## src/sv/icb_pkg.sv

```systemverilog
// ----------------------------------------------------------------------------
// icb_pkg: shared types and constants of the image content bounds block
// Field widths, register indexes, the pipeline payload structs and the
// reciprocal constants used for the padding divisions.
// ----------------------------------------------------------------------------
package icb_pkg;

	localparam int COLOR_W = 8;
	localparam int COORD_W = 12;
	localparam int DIM_W   = 13;
	localparam int PAD_W   = 9;
	localparam int SQ_W    = 2 * COLOR_W;
	localparam int SUM_W   = SQ_W + 2;
	localparam int MAX_DIM = 4096;
	localparam int PAD_MIN = 2;

	// Division of a span below 8192 by 25: multiply by ceil(2^22 / 25), keep the top bits.
	localparam int DIV25_MULT_W = 18;
	localparam int DIV25_SHIFT  = 22;
	localparam logic [DIV25_MULT_W-1:0] DIV25_MULT = 18'd167773;
	// Division by 12 is a shift by two followed by a division by 3.
	localparam int DIV3_MULT_W = 12;
	localparam int DIV3_SHIFT  = 13;
	localparam logic [DIV3_MULT_W-1:0] DIV3_MULT = 12'd2731;

	localparam int CFG_ADDR_W = 3;
	localparam int CFG_DATA_W = DIM_W;

	typedef enum logic [CFG_ADDR_W-1:0] {
		REG_THRESHOLD        = 3'd0,
		REG_BRIGHTNESS_MODE  = 3'd1,
		REG_BACKGROUND_RED   = 3'd2,
		REG_BACKGROUND_GREEN = 3'd3,
		REG_BACKGROUND_BLUE  = 3'd4,
		REG_IMAGE_WIDTH      = 3'd5,
		REG_IMAGE_HEIGHT     = 3'd6
	} reg_idx_t;

	typedef struct packed {
		logic [COLOR_W-1:0] threshold;
		logic               brightness_mode;
		logic [COLOR_W-1:0] background_red;
		logic [COLOR_W-1:0] background_green;
		logic [COLOR_W-1:0] background_blue;
		logic [DIM_W-1:0]   width_used;
		logic [DIM_W-1:0]   height_used;
	} cfg_t;

	typedef struct packed {
		logic [COLOR_W-1:0] red;
		logic [COLOR_W-1:0] green;
		logic [COLOR_W-1:0] blue;
		logic [COORD_W-1:0] pos_x;
		logic [COORD_W-1:0] pos_y;
		logic               frame_end;
	} pixel_t;

	typedef struct packed {
		logic               content;
		logic [COORD_W-1:0] pos_x;
		logic [COORD_W-1:0] pos_y;
		logic               frame_end;
	} hit_t;

	typedef struct packed {
		logic               seen;
		logic [COORD_W-1:0] low_x;
		logic [COORD_W-1:0] low_y;
		logic [COORD_W-1:0] high_x;
		logic [COORD_W-1:0] high_y;
	} bounds_t;

	typedef struct packed {
		logic [COORD_W-1:0] box_bottom;
		logic [COORD_W-1:0] box_right;
		logic [COORD_W-1:0] box_top;
		logic [COORD_W-1:0] box_left;
	} box_t;

	localparam bounds_t BOUNDS_CLEAR = '{
		seen:   1'b0,
		low_x:  {COORD_W{1'b1}},
		low_y:  {COORD_W{1'b1}},
		high_x: {COORD_W{1'b0}},
		high_y: {COORD_W{1'b0}}
	};

endpackage

```

## src/sv/image_content_bounds.sv

```systemverilog
// ----------------------------------------------------------------------------
// image_content_bounds: bounding box of the content in an RGB frame
// Classifies each pixel as content by peak channel or by distance from a
// background colour, tracks the content bounds over the frame and gives the
// padded, clipped box once per frame.
//
//   Channel   Direction  Transfer carries
//   s_axis    in         one pixel: colour, position, frame end on tlast
//   m_axis    out        one box per frame, after the frame end pixel
//   cfg       in         one register write, no handshake
//
// One pixel is accepted per cycle while the output side keeps up.
// A box is offered from the output register after its frame end pixel has
// passed the input register, two more classification stages, the bounds
// register and the padding stage.
// Reset clears all stage valids and the running bounds; settings return to
// their defaults.
// A stalled output box holds in the output register; the inner stages keep
// taking pixels until they are all full.
// ----------------------------------------------------------------------------
module image_content_bounds (
	input  logic                            clk,
	input  logic                            arst_n,
	input  logic                            s_axis_tvalid,
	output logic                            s_axis_tready,
	// red [7:0], green [15:8], blue [23:16], pos_x [35:24], pos_y [47:36]
	input  logic [47:0]                     s_axis_tdata,
	input  logic                            s_axis_tlast,
	output logic                            m_axis_tvalid,
	input  logic                            m_axis_tready,
	// box_left [11:0], box_top [23:12], box_right [35:24], box_bottom [47:36]
	output logic [47:0]                     m_axis_tdata,
	input  logic                            cfg_wr_en,
	input  logic [icb_pkg::CFG_ADDR_W-1:0]  cfg_addr,
	input  logic [icb_pkg::CFG_DATA_W-1:0]  cfg_wr_data
);

	icb_pkg::cfg_t    cfg;
	icb_pkg::pixel_t  in_pix;
	icb_pkg::hit_t    hit;
	icb_pkg::bounds_t bounds;
	icb_pkg::box_t    box;
	logic             hit_valid;
	logic             hit_ready;
	logic             bounds_valid;
	logic             bounds_ready;

	always_comb begin
		in_pix.red       = s_axis_tdata[7:0];
		in_pix.green     = s_axis_tdata[15:8];
		in_pix.blue      = s_axis_tdata[23:16];
		in_pix.pos_x     = s_axis_tdata[35:24];
		in_pix.pos_y     = s_axis_tdata[47:36];
		in_pix.frame_end = s_axis_tlast;
	end

	icb_cfg_regs u_cfg_regs (
		.clk         (clk),
		.arst_n      (arst_n),
		.cfg_wr_en   (cfg_wr_en),
		.cfg_addr    (cfg_addr),
		.cfg_wr_data (cfg_wr_data),
		.cfg         (cfg)
	);

	icb_classify u_classify (
		.clk       (clk),
		.arst_n    (arst_n),
		.cfg       (cfg),
		.in_valid  (s_axis_tvalid),
		.in_ready  (s_axis_tready),
		.in_pix    (in_pix),
		.out_valid (hit_valid),
		.out_ready (hit_ready),
		.out_hit   (hit)
	);

	icb_track u_track (
		.clk        (clk),
		.arst_n     (arst_n),
		.in_valid   (hit_valid),
		.in_ready   (hit_ready),
		.in_hit     (hit),
		.out_valid  (bounds_valid),
		.out_ready  (bounds_ready),
		.out_bounds (bounds)
	);

	icb_box u_box (
		.clk       (clk),
		.arst_n    (arst_n),
		.cfg       (cfg),
		.in_valid  (bounds_valid),
		.in_ready  (bounds_ready),
		.in_bounds (bounds),
		.out_valid (m_axis_tvalid),
		.out_ready (m_axis_tready),
		.out_box   (box)
	);

	assign m_axis_tdata = {box.box_bottom, box.box_right, box.box_top, box.box_left};

endmodule

```

## src/sv/icb_cfg_regs.sv

```systemverilog
// ----------------------------------------------------------------------------
// icb_cfg_regs: configuration registers
// Holds the seven settings and presents them with the frame dimensions
// saturated to the supported range.
// ----------------------------------------------------------------------------
module icb_cfg_regs (
	input  logic                            clk,
	input  logic                            arst_n,
	input  logic                            cfg_wr_en,
	input  logic [icb_pkg::CFG_ADDR_W-1:0]  cfg_addr,
	input  logic [icb_pkg::CFG_DATA_W-1:0]  cfg_wr_data,
	output icb_pkg::cfg_t                   cfg
);

	logic [icb_pkg::COLOR_W-1:0] threshold_q;
	logic                        brightness_mode_q;
	logic [icb_pkg::COLOR_W-1:0] background_red_q;
	logic [icb_pkg::COLOR_W-1:0] background_green_q;
	logic [icb_pkg::COLOR_W-1:0] background_blue_q;
	logic [icb_pkg::DIM_W-1:0]   image_width_q;
	logic [icb_pkg::DIM_W-1:0]   image_height_q;
	icb_pkg::reg_idx_t           addr;

	assign addr = icb_pkg::reg_idx_t'(cfg_addr);

	always_ff @(posedge clk or negedge arst_n) begin
		if (!arst_n) begin
			threshold_q        <= 8'd30;
			brightness_mode_q  <= 1'b1;
			background_red_q   <= '0;
			background_green_q <= '0;
			background_blue_q  <= '0;
			image_width_q      <= icb_pkg::DIM_W'(icb_pkg::MAX_DIM);
			image_height_q     <= icb_pkg::DIM_W'(icb_pkg::MAX_DIM);
		end else if (cfg_wr_en) begin
			unique case (addr)
				icb_pkg::REG_THRESHOLD: begin
					threshold_q <= cfg_wr_data[icb_pkg::COLOR_W-1:0];
				end
				icb_pkg::REG_BRIGHTNESS_MODE: begin
					brightness_mode_q <= cfg_wr_data[0];
				end
				icb_pkg::REG_BACKGROUND_RED: begin
					background_red_q <= cfg_wr_data[icb_pkg::COLOR_W-1:0];
				end
				icb_pkg::REG_BACKGROUND_GREEN: begin
					background_green_q <= cfg_wr_data[icb_pkg::COLOR_W-1:0];
				end
				icb_pkg::REG_BACKGROUND_BLUE: begin
					background_blue_q <= cfg_wr_data[icb_pkg::COLOR_W-1:0];
				end
				icb_pkg::REG_IMAGE_WIDTH: begin
					image_width_q <= cfg_wr_data;
				end
				icb_pkg::REG_IMAGE_HEIGHT: begin
					image_height_q <= cfg_wr_data;
				end
				default: begin
				end
			endcase
		end
	end

	always_comb begin
		cfg.threshold        = threshold_q;
		cfg.brightness_mode  = brightness_mode_q;
		cfg.background_red   = background_red_q;
		cfg.background_green = background_green_q;
		cfg.background_blue  = background_blue_q;
		if (image_width_q == '0) begin
			cfg.width_used = icb_pkg::DIM_W'(1);
		end else if (image_width_q > icb_pkg::DIM_W'(icb_pkg::MAX_DIM)) begin
			cfg.width_used = icb_pkg::DIM_W'(icb_pkg::MAX_DIM);
		end else begin
			cfg.width_used = image_width_q;
		end
		if (image_height_q == '0) begin
			cfg.height_used = icb_pkg::DIM_W'(1);
		end else if (image_height_q > icb_pkg::DIM_W'(icb_pkg::MAX_DIM)) begin
			cfg.height_used = icb_pkg::DIM_W'(icb_pkg::MAX_DIM);
		end else begin
			cfg.height_used = image_height_q;
		end
	end

endmodule

```

## src/sv/icb_classify.sv

```systemverilog
// ----------------------------------------------------------------------------
// icb_classify: content test for each pixel
// Input register, then a stage for peak channel, squared differences and
// frame limits, then a stage for the distance sum and the threshold
// compare. Each stage holds its item only while the next one is full.
// ----------------------------------------------------------------------------
module icb_classify (
	input  logic             clk,
	input  logic             arst_n,
	input  icb_pkg::cfg_t    cfg,
	input  logic             in_valid,
	output logic             in_ready,
	input  icb_pkg::pixel_t  in_pix,
	output logic             out_valid,
	input  logic             out_ready,
	output icb_pkg::hit_t    out_hit
);

	logic v_s1;
	logic v_s2;
	logic v_s3;
	logic rdy_s1;
	logic rdy_s2;
	logic rdy_s3;

	icb_pkg::pixel_t pix_s1;

	logic                        bright_s2;
	logic                        in_frame_s2;
	logic [icb_pkg::SQ_W-1:0]    sq_red_s2;
	logic [icb_pkg::SQ_W-1:0]    sq_green_s2;
	logic [icb_pkg::SQ_W-1:0]    sq_blue_s2;
	logic [icb_pkg::SQ_W-1:0]    thr_sq_s2;
	logic [icb_pkg::COORD_W-1:0] pos_x_s2;
	logic [icb_pkg::COORD_W-1:0] pos_y_s2;
	logic                        frame_end_s2;

	icb_pkg::hit_t hit_s3;

	logic [icb_pkg::COLOR_W-1:0] peak;
	logic [icb_pkg::COLOR_W-1:0] diff_red;
	logic [icb_pkg::COLOR_W-1:0] diff_green;
	logic [icb_pkg::COLOR_W-1:0] diff_blue;
	logic                        in_frame;
	logic [icb_pkg::SUM_W-1:0]   dist_sum;
	logic                        content;

	assign rdy_s3   = !v_s3 || out_ready;
	assign rdy_s2   = !v_s2 || rdy_s3;
	assign rdy_s1   = !v_s1 || rdy_s2;
	assign in_ready = rdy_s1;

	always_comb begin
		peak = (pix_s1.red > pix_s1.green) ? pix_s1.red : pix_s1.green;
		if (pix_s1.blue > peak) begin
			peak = pix_s1.blue;
		end
		diff_red = (pix_s1.red > cfg.background_red) ?
			pix_s1.red - cfg.background_red : cfg.background_red - pix_s1.red;
		diff_green = (pix_s1.green > cfg.background_green) ?
			pix_s1.green - cfg.background_green : cfg.background_green - pix_s1.green;
		diff_blue = (pix_s1.blue > cfg.background_blue) ?
			pix_s1.blue - cfg.background_blue : cfg.background_blue - pix_s1.blue;
		in_frame = ({1'b0, pix_s1.pos_x} < cfg.width_used) &&
			({1'b0, pix_s1.pos_y} < cfg.height_used);
	end

	always_comb begin
		dist_sum = icb_pkg::SUM_W'(sq_red_s2) + icb_pkg::SUM_W'(sq_green_s2) +
			icb_pkg::SUM_W'(sq_blue_s2);
		content = in_frame_s2 &&
			(cfg.brightness_mode ? bright_s2 : (dist_sum > icb_pkg::SUM_W'(thr_sq_s2)));
	end

	always_ff @(posedge clk or negedge arst_n) begin
		if (!arst_n) begin
			v_s1 <= 1'b0;
			v_s2 <= 1'b0;
			v_s3 <= 1'b0;
		end else begin
			if (rdy_s1) begin
				v_s1 <= in_valid;
			end
			if (rdy_s2) begin
				v_s2 <= v_s1;
			end
			if (rdy_s3) begin
				v_s3 <= v_s2;
			end
		end
	end

	always_ff @(posedge clk) begin
		if (rdy_s1 && in_valid) begin
			pix_s1 <= in_pix;
		end
		if (rdy_s2 && v_s1) begin
			bright_s2    <= peak > cfg.threshold;
			in_frame_s2  <= in_frame;
			sq_red_s2    <= icb_pkg::SQ_W'(diff_red) * icb_pkg::SQ_W'(diff_red);
			sq_green_s2  <= icb_pkg::SQ_W'(diff_green) * icb_pkg::SQ_W'(diff_green);
			sq_blue_s2   <= icb_pkg::SQ_W'(diff_blue) * icb_pkg::SQ_W'(diff_blue);
			thr_sq_s2    <= icb_pkg::SQ_W'(cfg.threshold) * icb_pkg::SQ_W'(cfg.threshold);
			pos_x_s2     <= pix_s1.pos_x;
			pos_y_s2     <= pix_s1.pos_y;
			frame_end_s2 <= pix_s1.frame_end;
		end
		if (rdy_s3 && v_s2) begin
			hit_s3.content   <= content;
			hit_s3.pos_x     <= pos_x_s2;
			hit_s3.pos_y     <= pos_y_s2;
			hit_s3.frame_end <= frame_end_s2;
		end
	end

	assign out_valid = v_s3;
	assign out_hit   = hit_s3;

endmodule

```

## src/sv/icb_track.sv

```systemverilog
// ----------------------------------------------------------------------------
// icb_track: running bounds of the content pixels
// Updates the minimum and maximum column and row on every content pixel.
// On the frame end pixel the updated bounds move to a holding register and
// the running bounds are cleared for the next frame.
// ----------------------------------------------------------------------------
module icb_track (
	input  logic              clk,
	input  logic              arst_n,
	input  logic              in_valid,
	output logic              in_ready,
	input  icb_pkg::hit_t     in_hit,
	output logic              out_valid,
	input  logic              out_ready,
	output icb_pkg::bounds_t  out_bounds
);

	icb_pkg::bounds_t acc_q;
	icb_pkg::bounds_t nxt;
	icb_pkg::bounds_t bnd_s4;
	logic             v_s4;
	logic             rdy_s4;
	logic             take;

	assign rdy_s4   = !v_s4 || out_ready;
	assign in_ready = !in_hit.frame_end || rdy_s4;
	assign take     = in_valid && in_ready;

	always_comb begin
		nxt = acc_q;
		if (in_hit.content) begin
			if (!acc_q.seen) begin
				nxt.seen   = 1'b1;
				nxt.low_x  = in_hit.pos_x;
				nxt.high_x = in_hit.pos_x;
				nxt.low_y  = in_hit.pos_y;
				nxt.high_y = in_hit.pos_y;
			end else begin
				if (in_hit.pos_x < acc_q.low_x) begin
					nxt.low_x = in_hit.pos_x;
				end
				if (in_hit.pos_x > acc_q.high_x) begin
					nxt.high_x = in_hit.pos_x;
				end
				if (in_hit.pos_y < acc_q.low_y) begin
					nxt.low_y = in_hit.pos_y;
				end
				if (in_hit.pos_y > acc_q.high_y) begin
					nxt.high_y = in_hit.pos_y;
				end
			end
		end
	end

	always_ff @(posedge clk or negedge arst_n) begin
		if (!arst_n) begin
			acc_q <= icb_pkg::BOUNDS_CLEAR;
			v_s4  <= 1'b0;
		end else begin
			if (take) begin
				acc_q <= in_hit.frame_end ? icb_pkg::BOUNDS_CLEAR : nxt;
			end
			if (rdy_s4) begin
				v_s4 <= take && in_hit.frame_end;
			end
		end
	end

	always_ff @(posedge clk) begin
		if (take && in_hit.frame_end) begin
			bnd_s4 <= nxt;
		end
	end

	assign out_valid  = v_s4;
	assign out_bounds = bnd_s4;

endmodule

```

## src/sv/icb_box.sv

```systemverilog
// ----------------------------------------------------------------------------
// icb_box: padding and clipping of the frame bounds
// One stage works out the paddings by reciprocal multiplication, the output
// stage applies them, clips to the frame and selects the whole frame when
// no content was seen.
// ----------------------------------------------------------------------------
module icb_box (
	input  logic              clk,
	input  logic              arst_n,
	input  icb_pkg::cfg_t     cfg,
	input  logic              in_valid,
	output logic              in_ready,
	input  icb_pkg::bounds_t  in_bounds,
	output logic              out_valid,
	input  logic              out_ready,
	output icb_pkg::box_t     out_box
);

	localparam int PROD_X_W = icb_pkg::DIM_W + icb_pkg::DIV25_MULT_W;
	localparam int QUART_W  = icb_pkg::DIM_W - 2;
	localparam int PROD_Y_W = QUART_W + icb_pkg::DIV3_MULT_W;

	logic v_s5;
	logic rdy_s5;
	logic rdy_out;
	logic out_valid_q;

	icb_pkg::bounds_t          bnd_s5;
	logic [icb_pkg::PAD_W-1:0] pad_x_s5;
	logic [icb_pkg::PAD_W-1:0] pad_y_s5;
	icb_pkg::box_t             box_q;

	logic [icb_pkg::DIM_W-1:0]   span_x;
	logic [icb_pkg::DIM_W-1:0]   span_y;
	logic [PROD_X_W-1:0]         prod_x;
	logic [PROD_Y_W-1:0]         prod_y;
	logic [icb_pkg::PAD_W-1:0]   quot_x;
	logic [icb_pkg::PAD_W-1:0]   quot_y;
	logic [icb_pkg::PAD_W-1:0]   pad_x;
	logic [icb_pkg::PAD_W-1:0]   pad_y;
	logic [icb_pkg::COORD_W-1:0] pad_x_ext;
	logic [icb_pkg::COORD_W-1:0] pad_y_ext;
	logic [icb_pkg::COORD_W-1:0] last_col;
	logic [icb_pkg::COORD_W-1:0] last_row;
	logic [icb_pkg::DIM_W-1:0]   right_sum;
	logic [icb_pkg::DIM_W-1:0]   bottom_sum;
	icb_pkg::box_t               box_d;

	assign rdy_out  = !out_valid_q || out_ready;
	assign rdy_s5   = !v_s5 || rdy_out;
	assign in_ready = rdy_s5;

	// The quotients stay exact for every span up to the largest frame.
	always_comb begin
		span_x = {1'b0, in_bounds.high_x} - {1'b0, in_bounds.low_x} + icb_pkg::DIM_W'(1);
		span_y = {1'b0, in_bounds.high_y} - {1'b0, in_bounds.low_y} + icb_pkg::DIM_W'(1);
		prod_x = PROD_X_W'(span_x) * PROD_X_W'(icb_pkg::DIV25_MULT);
		prod_y = PROD_Y_W'(span_y[icb_pkg::DIM_W-1:2]) * PROD_Y_W'(icb_pkg::DIV3_MULT);
		quot_x = prod_x[icb_pkg::DIV25_SHIFT +: icb_pkg::PAD_W];
		quot_y = prod_y[icb_pkg::DIV3_SHIFT +: icb_pkg::PAD_W];
		pad_x  = (quot_x < icb_pkg::PAD_W'(icb_pkg::PAD_MIN)) ?
			icb_pkg::PAD_W'(icb_pkg::PAD_MIN) : quot_x;
		pad_y  = (quot_y < icb_pkg::PAD_W'(icb_pkg::PAD_MIN)) ?
			icb_pkg::PAD_W'(icb_pkg::PAD_MIN) : quot_y;
	end

	always_comb begin
		pad_x_ext  = icb_pkg::COORD_W'(pad_x_s5);
		pad_y_ext  = icb_pkg::COORD_W'(pad_y_s5);
		last_col   = icb_pkg::COORD_W'(cfg.width_used - icb_pkg::DIM_W'(1));
		last_row   = icb_pkg::COORD_W'(cfg.height_used - icb_pkg::DIM_W'(1));
		right_sum  = {1'b0, bnd_s5.high_x} + {1'b0, pad_x_ext};
		bottom_sum = {1'b0, bnd_s5.high_y} + {1'b0, pad_y_ext};
		if (bnd_s5.seen) begin
			box_d.box_left = (bnd_s5.low_x >= pad_x_ext) ? bnd_s5.low_x - pad_x_ext : '0;
			box_d.box_top  = (bnd_s5.low_y >= pad_y_ext) ? bnd_s5.low_y - pad_y_ext : '0;
			box_d.box_right = (right_sum > {1'b0, last_col}) ?
				last_col : right_sum[icb_pkg::COORD_W-1:0];
			box_d.box_bottom = (bottom_sum > {1'b0, last_row}) ?
				last_row : bottom_sum[icb_pkg::COORD_W-1:0];
		end else begin
			box_d.box_left   = '0;
			box_d.box_top    = '0;
			box_d.box_right  = last_col;
			box_d.box_bottom = last_row;
		end
	end

	always_ff @(posedge clk or negedge arst_n) begin
		if (!arst_n) begin
			v_s5        <= 1'b0;
			out_valid_q <= 1'b0;
		end else begin
			if (rdy_s5) begin
				v_s5 <= in_valid;
			end
			if (rdy_out) begin
				out_valid_q <= v_s5;
			end
		end
	end

	always_ff @(posedge clk) begin
		if (rdy_s5 && in_valid) begin
			bnd_s5   <= in_bounds;
			pad_x_s5 <= pad_x;
			pad_y_s5 <= pad_y;
		end
		if (rdy_out && v_s5) begin
			box_q <= box_d;
		end
	end

	assign out_valid = out_valid_q;
	assign out_box   = box_q;

endmodule

```

## config.mk

```make
export PLATFORM = sky130hd
export DESIGN_NAME = image_content_bounds
export DESIGN_NICKNAME = d
export VERILOG_FILES = /design/src/sv/icb_pkg.sv /design/src/sv/image_content_bounds.sv /design/src/sv/icb_cfg_regs.sv /design/src/sv/icb_classify.sv /design/src/sv/icb_track.sv /design/src/sv/icb_box.sv
export SDC_FILE = /design/constraint.sdc
export NUM_CORES = 2
export LEC_CHECK = 0
export BUFFER_PORTS_ARGS = -buffer_cell sky130_fd_sc_hd__buf_2
export CAP_MARGIN = 20
export CORE_UTILIZATION = 35
export CTS_CLUSTER_SIZE = 16
export DETAILED_ROUTE_END_ITERATION = 10
export GPL_ROUTABILITY_DRIVEN = 0
export PLACE_DENSITY = 0.48
export REMOVE_ABC_BUFFERS = 1
export SLEW_MARGIN = 20
export SYNTH_ARGS = -nofsm -noshare
export SYNTH_HDL_FRONTEND = slang
export SYNTH_SLANG_ARGS = --single-unit
export TNS_END_PERCENT = 1
```

## constraint.sdc

```tcl
create_clock -name clk -period 11 [get_ports clk]
set_clock_uncertainty 0.15 [all_clocks]
set_input_delay 1.65 -clock clk [delete_from_list [all_inputs] [get_ports clk]]
set_output_delay 1.65 -clock clk [all_outputs]
set_load 0.02 [all_outputs]
```

### After elaboration in Yosys (flattened, before gate mapping)

Index checks and enable logic that the tools add are counted.

* output and inout bits: 50
* input port bits: 70
* word-level logic and storage cells: 161
* bits in registers: 444

* order comparisons: 21
* eq/ne operators: 6
* mux-type cells: 22
* multiply operators: 6
* reductions and logical operators: 35
* add/sub/neg operators: 18

Operators with widths (count)
* 2-to-1 mux 49 bit: 2
* 2-to-1 mux 12 bit: 8
* 2-to-1 mux 48 bit: 2
* multiplier 8 x 8 -> 16 bit: 4
* 2-to-1 mux 13 bit: 4
* > comparator 8 bit: 6
* subtractor 8 bit: 6
* 2-to-1 mux 8 bit: 5
* multiplier 13 x 18 -> 31 bit, second input constant: 1
* adder 12 x 9 -> 13 bit: 2
* adder 13 x 1 -> 13 bit, second input constant: 2
* > comparator 13 x 12 -> 1 bit: 2
* > comparator 13 bit, second input constant: 2
* zero test 13 bit: 2
* less-than comparator 12 x 13 -> 1 bit: 2
* subtractor 12 x 12 -> 13 bit: 2
* greater-or-equal comparator 12 x 9 -> 1 bit: 2
* > comparator 12 bit: 2
* less-than comparator 12 bit: 2
* subtractor 12 x 1 -> 12 bit, second input constant: 2
* subtractor 12 x 9 -> 12 bit: 2
* multiplier 11 x 12 -> 22 bit, second input constant: 1
* adder 18 x 16 -> 18 bit: 1
* > comparator 18 x 16 -> 1 bit: 1
* other kinds (11): 43

### Depth between registers and ports, before layout

* depth in word-level cells: 9
* gate-level depth with buffers: 36
* mapped depth without buffers: 36

### Hierarchy

Synthesis repeated with hierarchy kept, for this count alone.

* cell total of the unflattened synthesis: 3660
* area total of the unflattened synthesis: 38563.2 um^2

By module, submodules not included
* icb_classify: instances 1, area each 15995.3 um^2, seq. area each 4939.7 um^2, cells an instance 1565
* icb_box: instances 1, area each 14017.2 um^2, seq. area each 3503.4 um^2, cells an instance 1385
* icb_track: instances 1, area each 6073.3 um^2, seq. area each 2752.6 um^2, cells an instance 544
* icb_cfg_regs: instances 1, area each 2477.4 um^2, seq. area each 1485.2 um^2, cells an instance 166

### Worst setup path before layout

OpenSTA, ideal clock, no wires.

* kind: reg2reg
* from: register u_track.bnd_s4 (netlist bit u_track.out_bounds[37])
* to: register u_box.pad_x_s5[1] in the netlist's numbering, data pin
* slack: 2924 ps
* cell stages (with the launch flop): 34
* setup time: 256 ps
* required time: 10594 ps
* path buffers: 0
* arrival: 7670 ps
* clock period less this slack: 8076 ps
* cell sequence: edfxtp_1 > ha_1 > inv_1 > ha_1 > inv_1 > fa_1 > nor2b_1 > o21ai_0 > a21boi_0 > o21a_1 > o21ai_0 > nand2b_1 > a221o_1 > xor2_1 > inv_1 > ha_1 > inv_1 > ha_1 > inv_1 > fa_1 > fa_1 > fa_1 > fa_1 > inv_1 > ha_1 > a21oi_1 > o21ai_0 > o21ai_0 > o21ai_0 > o31a_1 > o21ai_1 > nor2b_1 > mux2_2 > a31o_2

* longest elaborated chain between the ends: 4

RTL lines
* start, declared: line icb_track.sv:20 `icb_pkg::bounds_t bnd_s4;`
* start signal, assigned: line icb_track.sv:71 `bnd_s4 <= nxt;`
* subtractor 12 x 12 -> 13 bit *: line icb_box.sv:55 `span_x = {1'b0, in_bounds.high_x} - {1'b0, in_bounds.low_x} + icb_pkg::DIM_W'(1);`
* adder 13 x 1 -> 13 bit *: line icb_box.sv:55
* multiplier 13 x 18 -> 31 bit *: line icb_box.sv:57 `prod_x = PROD_X_W'(span_x) * PROD_X_W'(icb_pkg::DIV25_MULT);`
* less-than comparator 9 x 2 -> 1 bit: line icb_box.sv:61 `pad_x = (quot_x < icb_pkg::PAD_W'(icb_pkg::PAD_MIN)) ?`
* end signal, assigned: line icb_box.sv:106 `pad_x_s5 <= pad_x;`
* end, declared: line icb_box.sv:29 `logic [icb_pkg::PAD_W-1:0] pad_x_s5;`

Every way passes the cells marked *; elsewhere a longest branch is shown, timed or not.
A chain may end at the register's enable or synchronous reset.

### Final worst setup path

Same ends and word-level chain as after synthesis.

==> impl_metrics.tcl <==
set metrics [dict create \
    final-max-slew-violation-count 0 \
    status "finished with violations" \
    netlist_area_mm2 0.03745 \
    clk_path_buf_depth 3 \
    async_reset_ff_frac 0.2591 \
    drive_gt1_frac 0.1145 \
    fin_util 0.3938 \
    wl_met2_mm 42.08 \
    wl_met1_mm 45.25 \
    cp_data_arrival_time_ns 8.82 \
    crit_end "u_box.pad_x_s5[1]" \
    crit_path_end_kind "flop" \
    initial_core_util 0.3543 \
    worst_slew_pin_slew_ns 1.107 \
    rows 119 \
    drt_iter0_drc 1097 \
    dp_hpwl_mm 73.95 \
    grt_pass1_wl_mm 144.4 \
    drc 24 \
    syn_avg_cell_area_um2 10.73 \
    hold_class "reg2reg" \
    yosysTopAreaCell "edfxtp_1" \
    grt_pass1_vias 25051 \
    cp_common_cell "inv_1" \
    crit_start "u_track.out_bounds[37]" \
    grt_max_degree 50 \
    die_y_um 329.1 \
    crit_slowest_cell "fa_1" \
    antenna_found_initial 4 \
    cp_max_fo 9 \
    ys_seq_elements 440 \
    synth_cell_types 93 \
    reg2reg_depth 34 \
    syn2layout_area_growth_pct 11.16 \
    grt-ovfl-total 0 \
    io_pins 120 \
    htreeDepth 2 \
    synth_top_area_frac 0.2614 \
    dr.max_layer_used "met5" \
    cts_sinks 440 \
    fmax_mhz 116.4 \
    holdBufCountCts 0 \
    finalCriticalPeriod_ns 8.594 \
    drv_cap 0 \
    wirelength_mm 92.29 \
    failed_checks "design-rule violations" \
    post_cts.repair.setup_buffers 0 \
    cp-start-kind "flop" \
    finalHoldViolations 0 \
    fin_crit_sh 0.7813 \
    cts_buffers 53 \
    required_ns 11.22 \
    hold_path_depth 0 \
    dieWidth_um 329.1 \
    coreArea_mm2 0.1057 \
    setup_tns_ns 0 \
    path_clk_slew_ns 0.06 \
    critPathMaxStageDelay_ns 0.54 \
    yosysSeqAreaShare 0.3386 \
    cts_tree "built" \
    portBuffers 119 \
    num_vias 24736 \
    yosys_warnings 0 \
    cts-root-buf "clkbuf_16" \
    clk_latency_ns 0.62 \
    dr.pass1.iters 8 \
    postSynthCellCount 3490 \
    wl_per_cell_um 18.18 \
    synth_flop_cell "edfxtp_1" \
    yosys-top-cells-area "edfxtp_1 26%, ha_1 19%, fa_1 12%" \
    final-setup-viol-count 0 \
    grt_use_total 0.1723 \
    r2r-end "u_box.pad_x_s5[1]" \
    r2r-start "u_track.out_bounds[37]" \
    ctsResizeCount 0 \
    slew_headroom 0.2570 \
    dieArea_mm2 0.1083 \
    r2r_slack_ns 2.41 \
    detail_route.vias_per_cell 4.873 \
    nets 4503 \
    rsz0062_at_grt "false" \
    drtAntennaViolNets 0 \
    synth_edf_count 326 \
    wl_met3_mm 3.197 \
    path_class "reg2reg" \
]
-- final cells by class --
| class | instances | area, um^2 |
|---|---|---|
| well taps | 1391 | 1740 |
| clock inverters | 35 | 380.4 |
| repair buffers | 142 | 783.3 |
| multi-input cells | 2438 | 22540 |
| diodes | 1 | 2.502 |
| fillers | 10503 | 64080 |
| clock buffers | 64 | 1388 |
| flip-flops and latches | 440 | 12680 |
| inverters | 565 | 2121 |
-- cells in the final DEF, fill, tap and decap left out, types with 10 or more instances in the layout --
cell type  instances
a211oi_1          14
a21boi_0          12
a21o_1            75
a21oi_1          147
a22o_1            27
a31oi_1           16
and2_1            15
and3_1            12
buf_2            118
buf_4             23
clkbuf_16         53
clkinv_2          16
dfrtp_1           83
dfstp_2           31
edfxtp_1         326
fa_1             222
ha_1             571
inv_1            559
mux2_2            93
mux2i_1           34
nand2_1          144
nand2b_1          61
nand3_1           54
nand4_1           29
nor2_1           231
nor2b_1           37
nor3_1            56
nor4_1            13
o2111ai_1         10
o21a_1            43
o21ai_0           99
o21bai_1          24
o22a_1            14
o32a_1            13
or2_2             20
xnor2_1          131
xor2_1            50
-- how the worst min path moves through the flow --
stage | from | to | slack [ns]
floorplan | u_track.out_bounds[48] | u_box.bnd_s5[48] | 0.25
global placement | u_classify.pos_x_s2[6] | u_classify.out_hit[19] | 0.25
detailed placement | u_classify.pos_x_s2[2] | u_classify.out_hit[15] | 0.25
CTS | u_classify.pos_x_s2[4] | u_classify.out_hit[17] | 0.27
global route | u_classify.pos_x_s2[1] | u_classify.out_hit[14] | 0.27
finish | u_classify.pos_x_s2[1] | u_classify.out_hit[14] | 0.26
-- worst max-delay path, delay by kind of cell (launching register included) --
family | cells | cell delay, ns
AOI/OAI and AO/OA | 12 | 2.43
buffers and inverters | 7 | 0.69
muxes | 1 | 0.38
xor gates and xnor gates | 1 | 0.14
adders and majority gates | 10 | 3.76
and+or+nand+nor | 3 | 0.41
DFF | 1 | 0.38
-- through the flow --
step | setup slack (ns) | std cells | hold WS [ns] | instance area [um^2]
global placement | 2.521 | 4975 | 0.2507 | 39820
floorplan | 2.924 | 3443 | 0.2503 | 37250
detailed placement | 2.444 | 4976 | 0.2545 | 39840
CTS | 2.387 | 5075 | 0.2688 | 41610
finish | 2.406 | 5076 | 0.2626 | 41630
global route | 1.735 | 5075 | 0.2695 | 41630
-- metal layers --
metal	GRT usage	vias to the layer above
met2	0.2810	322
met3	0.02240	92
met4	0.03553	2
li1	-	12425
met5	0	-
met1	0.2438	11895
-- logic make-up after synthesis --
family	synth area share
adder cells (fa/ha/maj)	0.3094
AND/OR/NAND/NOR	0.09498
buffers and inverters	0.06194
AO/OA/AOI/OAI	0.1075
flip-flops	0.3386
XOR/XNOR	0.04657
multiplexers	0.04099
-- Yosys cell counts (39+ instances only) --
library cell	n
ha_1	571
inv_1	560
edfxtp_1	326
nor2_1	232
fa_1	222
a21oi_1	149
nand2_1	144
xnor2_1	131
o21ai_0	99
mux2_2	93
dfrtp_1	83
a21o_1	75
nand2b_1	61
nor3_1	56
nand3_1	54
xor2_1	50
o21a_1	43
nor2b_1	39
-- registers in the layout (all words and copies together) (netlist names), 9 cells and up --
name and count:
u_box.bnd_s5 49, u_box.out_box 48, u_box.pad_x_s5 9, u_box.pad_y_s5 9
u_cfg_regs.image_height_q 13, u_cfg_regs.image_width_q 13, u_classify.out_hit 26, u_classify.pix_s1 49
u_classify.pos_x_s2 12, u_classify.pos_y_s2 12, u_classify.sq_blue_s2 15, u_classify.sq_green_s2 15
u_classify.sq_red_s2 15, u_classify.thr_sq_s2 15, u_track.acc_q 49, u_track.out_bounds 49
Power is left out: the tool's default activity adds up to more than one toggle a clock period on the data nets, which glitch-free logic cannot reach.
